File: config.mk
export PLATFORM = sky130hd
export DESIGN_NAME = button_press_led_effect
export DESIGN_NICKNAME = d
export VERILOG_FILES = /design/src/bple_pkg.sv /design/src/bple_div.sv /design/src/button_press_led_effect.sv
export SDC_FILE = /design/constraint.sdc
export NUM_CORES = 1
export LEC_CHECK = 0
export BUFFER_PORTS_ARGS = -buffer_cell sky130_fd_sc_hd__buf_2
export CAP_MARGIN = 15
export CORE_MARGIN = 5
export CORE_UTILIZATION = 67
export DETAILED_ROUTE_END_ITERATION = 7
export GPL_TIMING_DRIVEN = 0
export PLACE_DENSITY = 0.95
export RECOVER_POWER = 25
export REMOVE_ABC_BUFFERS = 1
export SLEW_MARGIN = 0
export SYNTH_ARGS = -nofsm -noshare
export SYNTH_HDL_FRONTEND = slang
export SYNTH_HIERARCHICAL = 1
export SYNTH_SLANG_ARGS = --single-unit
File: constraint.sdc
create_clock -name aclk -period 16 [get_ports aclk]
set_input_delay 3.2 -clock aclk [delete_from_list [all_inputs] [get_ports aclk]]
set_output_delay 3.2 -clock aclk [all_outputs]
set_load 0.01 [all_outputs]
File: src/bple_pkg.sv
// Package for the button press LED effect block.
// Holds widths, effect and register codes, sequencer states and the divider interface types.
// Used by bple_div and button_press_led_effect.
package bple_pkg;

    localparam int LEVEL_W = 8;
    localparam int TICK_W  = 16;
    localparam int CNT_W   = 5;
    localparam int STEP_W  = 3;
    localparam int REM_W   = 2 * LEVEL_W + TICK_W - LEVEL_W + 2;
    localparam int PIX_W   = 3 * LEVEL_W;
    localparam int IDX_W   = 3;
    localparam int CFG_W   = 16;

    localparam logic [CNT_W-1:0] LOCKOUT_VALUE = 5'd22;

    localparam logic [2:0] MODE_OFF        = 3'd0;
    localparam logic [2:0] MODE_SOLID      = 3'd1;
    localparam logic [2:0] MODE_TOGGLE     = 3'd2;
    localparam logic [2:0] MODE_FADE       = 3'd3;
    localparam logic [2:0] MODE_INV_FADE   = 3'd4;
    localparam logic [2:0] MODE_LIT_IDLE   = 3'd5;
    localparam logic [2:0] MODE_LIT_PUSHED = 3'd6;

    localparam logic [IDX_W-1:0] REG_EFFECT_MODE = 3'd0;
    localparam logic [IDX_W-1:0] REG_FADE_TICKS  = 3'd1;
    localparam logic [IDX_W-1:0] REG_RED_LEVEL   = 3'd2;
    localparam logic [IDX_W-1:0] REG_GREEN_LEVEL = 3'd3;
    localparam logic [IDX_W-1:0] REG_BLUE_LEVEL  = 3'd4;

    typedef enum logic [2:0] {
        ST_IDLE,
        ST_LOAD,
        ST_DIVIDE,
        ST_PRESS,
        ST_EMIT
    } bple_state_t;

    typedef struct packed {
        logic               start;
        logic [LEVEL_W-1:0] level;
        logic [TICK_W-1:0]  num;
        logic [TICK_W-1:0]  den;
    } bple_div_req_t;

    typedef struct packed {
        logic busy;
        logic done;
    } bple_div_status_t;

endpackage

File: src/bple_div.sv
// Shift-subtract unit computing round(level*num/den), half up, one quotient bit per cycle.
// Quotient fits in LEVEL_W bits since num never exceeds den. Depends on bple_pkg.
module bple_div (
    input  logic                      aclk,
    input  logic                      aresetn,
    input  bple_pkg::bple_div_req_t   req,
    output bple_pkg::bple_div_status_t status,
    output logic [7:0]                quotient
);
    import bple_pkg::*;

    logic [REM_W-1:0]   rem_reg;
    logic [TICK_W:0]    den2_reg;
    logic [STEP_W-1:0]  step_reg;
    logic [LEVEL_W-1:0] q_reg;
    logic               running_reg;
    logic               done_reg;

    logic [REM_W-1:0]   shifted;
    logic               ge;
    logic [REM_W-1:0]   dividend;

    assign dividend = ((REM_W'(req.level) * REM_W'(req.num)) << 1) + REM_W'(req.den);
    assign shifted  = REM_W'(den2_reg) << step_reg;
    assign ge       = rem_reg >= shifted;

    always_ff @(posedge aclk) begin
        if (!aresetn) begin
            running_reg <= 1'b0;
            done_reg    <= 1'b0;
        end else begin
            done_reg <= 1'b0;
            if (req.start) begin
                rem_reg     <= dividend;
                den2_reg    <= {req.den, 1'b0};
                step_reg    <= STEP_W'(LEVEL_W - 1);
                q_reg       <= '0;
                running_reg <= 1'b1;
            end else if (running_reg) begin
                if (ge) begin
                    rem_reg <= rem_reg - shifted;
                end
                q_reg[step_reg] <= ge;
                step_reg        <= step_reg - STEP_W'(1);
                if (step_reg == '0) begin
                    running_reg <= 1'b0;
                    done_reg    <= 1'b1;
                end
            end
        end
    end

    assign status.busy = running_reg;
    assign status.done = done_reg;
    assign quotient    = q_reg;

endmodule

File: src/button_press_led_effect.sv
// Button press LED effect: top level with sequencer, registers and output stage.
// Each request passes press and emit states; in a fade the three channels are scaled in
// turn by the shared divider bple_div, each with a load and a divide state. A new request
// waits until the result is registered at the output. Synchronous active-low reset restores
// all register defaults, clears the press counter, LED state, fade position and pixel.
module button_press_led_effect #(
    parameter int PRESS_TICKS = 2
) (
    input  logic        aclk,
    input  logic        aresetn,
    input  logic        s_valid,
    output logic        s_ready,
    input  logic        s_pin_level,
    output logic        m_valid,
    input  logic        m_ready,
    output logic        m_press_event,
    output logic        m_led_on,
    output logic [7:0]  m_pixel_red,
    output logic [7:0]  m_pixel_green,
    output logic [7:0]  m_pixel_blue,
    input  logic        cfg_valid,
    output logic        cfg_ready,
    input  logic [2:0]  cfg_index,
    input  logic [15:0] cfg_data
);
    import bple_pkg::*;

    bple_state_t state_reg, state_next;

    logic [2:0]         mode_reg;
    logic [TICK_W-1:0]  fade_ticks_reg;
    logic [LEVEL_W-1:0] red_reg, green_reg, blue_reg;
    logic [CNT_W-1:0]   press_counter_reg;
    logic               led_state_reg;
    logic [TICK_W-1:0]  fade_position_reg;
    logic [PIX_W-1:0]   pixel_reg;
    logic               event_reg;
    logic [1:0]         chan_reg;
    logic [TICK_W-1:0]  num_reg;
    logic               m_valid_reg;

    logic               s_fire, cfg_fire, out_free;
    logic [PIX_W-1:0]   base;
    logic               acc_led;
    logic [PIX_W-1:0]   acc_pixel;
    logic               acc_fading;
    logic [CNT_W-1:0]   acc_counter;
    logic               acc_event;
    logic               in_fade, fade_live;

    bple_div_req_t      div_req;
    bple_div_status_t   div_status;
    logic [7:0]         div_q;

    bple_div u_div (
        .aclk     (aclk),
        .aresetn  (aresetn),
        .req      (div_req),
        .status   (div_status),
        .quotient (div_q)
    );

    assign base     = {red_reg, green_reg, blue_reg};
    assign out_free = !m_valid_reg || m_ready;
    assign s_fire   = s_valid && s_ready;
    assign cfg_fire = cfg_valid && cfg_ready;
    assign in_fade  = (mode_reg == MODE_FADE) || (mode_reg == MODE_INV_FADE);
    assign fade_live = fade_position_reg < fade_ticks_reg;

    // effect step and press counter for the request being taken
    always_comb begin
        acc_led    = led_state_reg;
        acc_pixel  = pixel_reg;
        acc_fading = 1'b0;
        case (mode_reg)
            MODE_LIT_IDLE: begin
                acc_led   = s_pin_level;
                acc_pixel = s_pin_level ? base : '0;
            end
            MODE_LIT_PUSHED: begin
                acc_led   = !s_pin_level;
                acc_pixel = s_pin_level ? '0 : base;
            end
            MODE_FADE, MODE_INV_FADE: begin
                if (fade_live) begin
                    acc_fading = 1'b1;
                end else begin
                    acc_led   = (mode_reg == MODE_INV_FADE);
                    acc_pixel = (mode_reg == MODE_INV_FADE) ? base : '0;
                end
            end
            default: begin
            end
        endcase

        if (!s_pin_level) begin
            acc_counter = press_counter_reg[CNT_W-1] ? press_counter_reg
                                                     : press_counter_reg + CNT_W'(1);
        end else begin
            acc_counter = '0;
        end
        acc_event = !acc_counter[CNT_W-1] && (acc_counter >= CNT_W'(PRESS_TICKS));
        if (acc_event) begin
            acc_counter = LOCKOUT_VALUE;
        end
    end

    always_comb begin
        state_next = state_reg;
        case (state_reg)
            ST_IDLE: begin
                if (s_valid) begin
                    state_next = acc_fading ? ST_LOAD : ST_PRESS;
                end
            end
            ST_LOAD:   state_next = ST_DIVIDE;
            ST_DIVIDE: begin
                if (div_status.done) begin
                    state_next = (chan_reg == 2'd2) ? ST_PRESS : ST_LOAD;
                end
            end
            ST_PRESS:  state_next = ST_EMIT;
            ST_EMIT: begin
                if (out_free) begin
                    state_next = ST_IDLE;
                end
            end
            default:   state_next = ST_IDLE;
        endcase
    end

    always_comb begin
        s_ready       = (state_reg == ST_IDLE);
        cfg_ready     = (state_reg == ST_IDLE) && !s_valid;
        div_req.start = (state_reg == ST_LOAD);
        div_req.num   = num_reg;
        div_req.den   = fade_ticks_reg;
        case (chan_reg)
            2'd0:    div_req.level = red_reg;
            2'd1:    div_req.level = green_reg;
            default: div_req.level = blue_reg;
        endcase
    end

    always_ff @(posedge aclk) begin
        if (!aresetn) begin
            state_reg <= ST_IDLE;
        end else begin
            state_reg <= state_next;
        end
    end

    always_ff @(posedge aclk) begin
        if (!aresetn) begin
            mode_reg          <= MODE_OFF;
            fade_ticks_reg    <= 16'd32;
            red_reg           <= 8'd255;
            green_reg         <= 8'd255;
            blue_reg          <= 8'd255;
            press_counter_reg <= '0;
            led_state_reg     <= 1'b0;
            fade_position_reg <= '0;
            pixel_reg         <= '0;
            event_reg         <= 1'b0;
            chan_reg          <= '0;
        end else begin
            if (cfg_fire) begin
                case (cfg_index)
                    REG_EFFECT_MODE: begin
                        mode_reg <= cfg_data[2:0];
                        if (cfg_data[2:0] inside {MODE_SOLID, MODE_INV_FADE, MODE_LIT_IDLE}) begin
                            led_state_reg <= 1'b1;
                            pixel_reg     <= base;
                        end else begin
                            led_state_reg <= 1'b0;
                            pixel_reg     <= '0;
                        end
                    end
                    REG_FADE_TICKS: fade_ticks_reg <= cfg_data;
                    REG_RED_LEVEL: begin
                        red_reg   <= cfg_data[7:0];
                        pixel_reg <= led_state_reg ? {cfg_data[7:0], green_reg, blue_reg} : '0;
                    end
                    REG_GREEN_LEVEL: begin
                        green_reg <= cfg_data[7:0];
                        pixel_reg <= led_state_reg ? {red_reg, cfg_data[7:0], blue_reg} : '0;
                    end
                    REG_BLUE_LEVEL: begin
                        blue_reg  <= cfg_data[7:0];
                        pixel_reg <= led_state_reg ? {red_reg, green_reg, cfg_data[7:0]} : '0;
                    end
                    default: begin
                    end
                endcase
            end

            case (state_reg)
                ST_IDLE: begin
                    if (s_fire) begin
                        led_state_reg     <= acc_led;
                        pixel_reg         <= acc_pixel;
                        press_counter_reg <= acc_counter;
                        event_reg         <= acc_event;
                        chan_reg          <= '0;
                        num_reg           <= (mode_reg == MODE_INV_FADE) ? fade_position_reg
                                             : fade_ticks_reg - fade_position_reg;
                        if (acc_fading) begin
                            fade_position_reg <= fade_position_reg + TICK_W'(1);
                        end
                    end
                end
                ST_DIVIDE: begin
                    if (div_status.done) begin
                        case (chan_reg)
                            2'd0:    pixel_reg[23:16] <= div_q;
                            2'd1:    pixel_reg[15:8]  <= div_q;
                            default: pixel_reg[7:0]   <= div_q;
                        endcase
                        chan_reg <= chan_reg + 2'd1;
                    end
                end
                ST_PRESS: begin
                    if (event_reg) begin
                        case (mode_reg)
                            MODE_OFF: begin
                                led_state_reg <= 1'b0;
                                pixel_reg     <= '0;
                            end
                            MODE_SOLID: begin
                                led_state_reg <= 1'b1;
                                pixel_reg     <= base;
                            end
                            MODE_TOGGLE: begin
                                led_state_reg <= !led_state_reg;
                                pixel_reg     <= led_state_reg ? '0 : base;
                            end
                            MODE_FADE: begin
                                fade_position_reg <= '0;
                                led_state_reg     <= 1'b1;
                                pixel_reg         <= base;
                            end
                            MODE_INV_FADE: begin
                                fade_position_reg <= '0;
                                led_state_reg     <= 1'b0;
                                pixel_reg         <= '0;
                            end
                            default: begin
                            end
                        endcase
                    end
                end
                default: begin
                end
            endcase
        end
    end

    always_ff @(posedge aclk) begin
        if (!aresetn) begin
            m_valid_reg <= 1'b0;
        end else if (state_reg == ST_EMIT && out_free) begin
            m_valid_reg <= 1'b1;
        end else if (m_ready) begin
            m_valid_reg <= 1'b0;
        end
    end

    always_ff @(posedge aclk) begin
        if (state_reg == ST_EMIT && out_free) begin
            m_press_event <= event_reg;
            m_led_on      <= led_state_reg;
            m_pixel_red   <= pixel_reg[23:16];
            m_pixel_green <= pixel_reg[15:8];
            m_pixel_blue  <= pixel_reg[7:0];
        end
    end

    assign m_valid = m_valid_reg;

    a_busy_after_accept: assert property (@(posedge aclk) disable iff (!aresetn)
        s_fire |=> state_reg != ST_IDLE)
        else $error("sequencer idle right after a request was taken");

    a_done_in_divide: assert property (@(posedge aclk) disable iff (!aresetn)
        div_status.done |-> state_reg == ST_DIVIDE)
        else $error("divider finished outside the divide state");

    a_load_unit_free: assert property (@(posedge aclk) disable iff (!aresetn)
        state_reg == ST_LOAD |-> !div_status.busy && in_fade)
        else $error("divider started while busy or outside a fade");

    a_lockout_on_press: assert property (@(posedge aclk) disable iff (!aresetn)
        (state_reg == ST_PRESS && event_reg) |-> press_counter_reg == LOCKOUT_VALUE)
        else $error("press reported without lockout");

endmodule

==> metrics.txt <==
reg2reg start chan_reg[0]; vias per cell 6.67; Largest register FFs 26; Psw 1.23 mW; Critical Path Fanout Max 16; antenna violations before repair 0; Worst VDD drop 0.146 mV; first-pass GRT wire length 71200 µm; row count 57; worst relative slew slack -74.3%; worst r2r dst u_div/rem_reg[21]; Post-Route WL 43400 µm; fmax 0.121 GHz; number of top-level pins 54; dpl hpwl 31700 µm; clk_lat worst skew 0.46 ns; Post-CTS Resized 0; Routed WL per cell 20.0 µm; gr ovfl total 0; Crit. End Element register; number of buffers created by CTS 17; pwr/cell area 154 mW/mm²; largest net degree at the start of global routing 65; Antenna Violating Nets Remaining 0; GP Congestion 1.01; RSZ-0062 raised after global routing no; Die Footprint 0.0276 mm²; worst-margin pin slew 2.61 ns; Setup crit start kind register; area grow syn2layout 6.30%; Switching Share 46.0%; worst hold path class reg -> reg; # setup viols final 0; die width 166 µm; Fillers 1614; initial DRC count 1785; Data arrival, critical path 8.45 ns; # DRC 0; synth warn 6; Leak 7.23 nW; Setup TNS 0 ns; Worst Hold Path EP m_pixel_red[4]; post-cts hold buffer count 0; Post-Layout Cell Count 2168; Reg power frac 21.4%; Placed Area 0.0167 mm²; Synth Instances 1838; FF-to-FF path depth 27; clock net sink count 193; Final min period 8.25 ns; Initial Util 67.6%; CTS clk-pin slew, worst paths 0.09 ns; Core ar. 0.0242 mm²; Inst Count DP 2134; TritonRoute pass-1 iters 6; failing checks capacitance limit, slew limit; CTS root buf clkbuf_16; number of global-route vias before repair 14394; register-to-register setup slack 7.75 ns; Setup CP Type reg -> reg; Antenna Cells 0; power share of the clock group 17.5%; Avg Inst Size Synth 8.89 µm²; H-tree levels 4; Global Route Usage Sum 30.8%; part of the cycle the worst path needs 51.6%; WP data required 16.20 ns; design area 0.0174 mm²; Max-Cap Viols 1; count of final max-slew check failures 25; design internal power 1.44 mW; skew final 0.0188 ns; DIE HEIGHT 166 µm; Setup Fix Bufs, Post-CTS 0; hold path depth 0; IO Port Bufs 53; final hold vios 0; status complete, but fails checks; Via Count 14471; CTS tree yes; Mapped Area 0.0163 mm²; power share of the combinational group 61.1%; layout cell share with drive strength beyond 1 6.72%; Nets 2050; clock tree buffer depth 2; hold path start pixel_reg[20]
[per-stage QoR]
| stage | utilization, % | power, mW | hold slack (ns) | setup slack, ns |
|---|---|---|---|---|
| final | 71.8 | 2.67 | 0.433 | 7.75 |
| after global routing | 71.8 | 2.85 | 0.447 | 7.43 |
| after global placement | 68.7 | 2.05 | 0.415 | 6.60 |
| after floorplan | - | 1.81 | 0.408 | 9.10 |
| after detailed placement | 69.1 | 2.14 | 0.416 | 8.04 |
| after CTS | 71.8 | 2.63 | 0.433 | 7.96 |
[layout by cell type (no fill, tap or decap), types with 47 or more instances in the layout]
| cell | count |
|---|---|
| buf_2 | 53 |
| inv_1 | 153 |
| ha_1 | 108 |
| nand2_1 | 190 |
| dfxtp_1 | 98 |
| edfxtp_1 | 95 |
| nor2_1 | 108 |
| and2_1 | 111 |
| nand3_1 | 52 |
| o21ai_0 | 88 |
| fa_1 | 86 |
| a21oi_1 | 124 |
| mux2i_1 | 47 |
[worst max path at each step]
| stage | start | endpoint | slack (ns) |
|---|---|---|---|
| after floorplan | chan_reg[0] | u_div/rem_reg[24] | 9.10 |
| after global placement | state_reg[0] | u_div/rem_reg[24] | 6.60 |
| after detailed placement | chan_reg[0] | u_div/rem_reg[24] | 8.04 |
| after CTS | chan_reg[0] | u_div/rem_reg[21] | 7.96 |
| after global routing | chan_reg[0] | u_div/rem_reg[21] | 7.43 |
| final | chan_reg[0] | u_div/rem_reg[21] | 7.75 |
[worst max-delay path, stage by stage, from the launching register on]
cell and delay [ns]:
dfxtp_1 0.37, inv_1 0.09, ha_1 0.38, nor2_1 0.69
nand2_1 0.12, nand2_1 0.45, nand2_1 0.20, fa_1 0.56
fa_1 0.56, inv_1 0.06, fa_1 0.52, inv_1 0.05
fa_1 0.52, inv_1 0.04, ha_1 0.37, a2111oi_2 0.33
o31a_1 0.27, nor2_1 0.08, xor2_1 0.14, ha_1 0.39
and3_1 0.20, o2111ai_1 0.19, a21boi_0 0.47, o211ai_1 0.17
nand2_1 0.12, nor3b_1 0.26, xnor2_1 0.11, mux2_2 0.26
[cell type report]
| cell class | instances | area [µm²] | share of cell area (%) |
|---|---|---|---|
| Multi-Input combinational cell | 1401 | 10500 | 60.7 |
| Sequential cell | 193 | 4810 | 27.7 |
| Inverter | 155 | 582 | 3.35 |
| Clock buffer | 17 | 425 | 2.45 |
| Tap cell | 324 | 405 | 2.33 |
| Timing Repair Buffer | 63 | 368 | 2.12 |
| Clock inverter | 15 | 225 | 1.30 |
[power groups by stage]
stage,logic (mW),registers [mW],clock network [mW]
3_3_place_gp,1.47,0.581,0
4_1_cts,1.59,0.571,0.466
3_5_place_dp,1.55,0.582,0
6_report,1.63,0.572,0.467
5_1_grt,1.78,0.575,0.490
2_1_floorplan,1.24,0.574,0
[per-layer routing]
layer	global-route usage (%)	wire length (µm)	vias up
li1	-	-	6537
met4	12.7	1680	0
met5	0	0	-
met2	52.0	21000	921
met3	5.64	4290	184
met1	39.3	16400	6829
(Power assumes the default switching activity.)
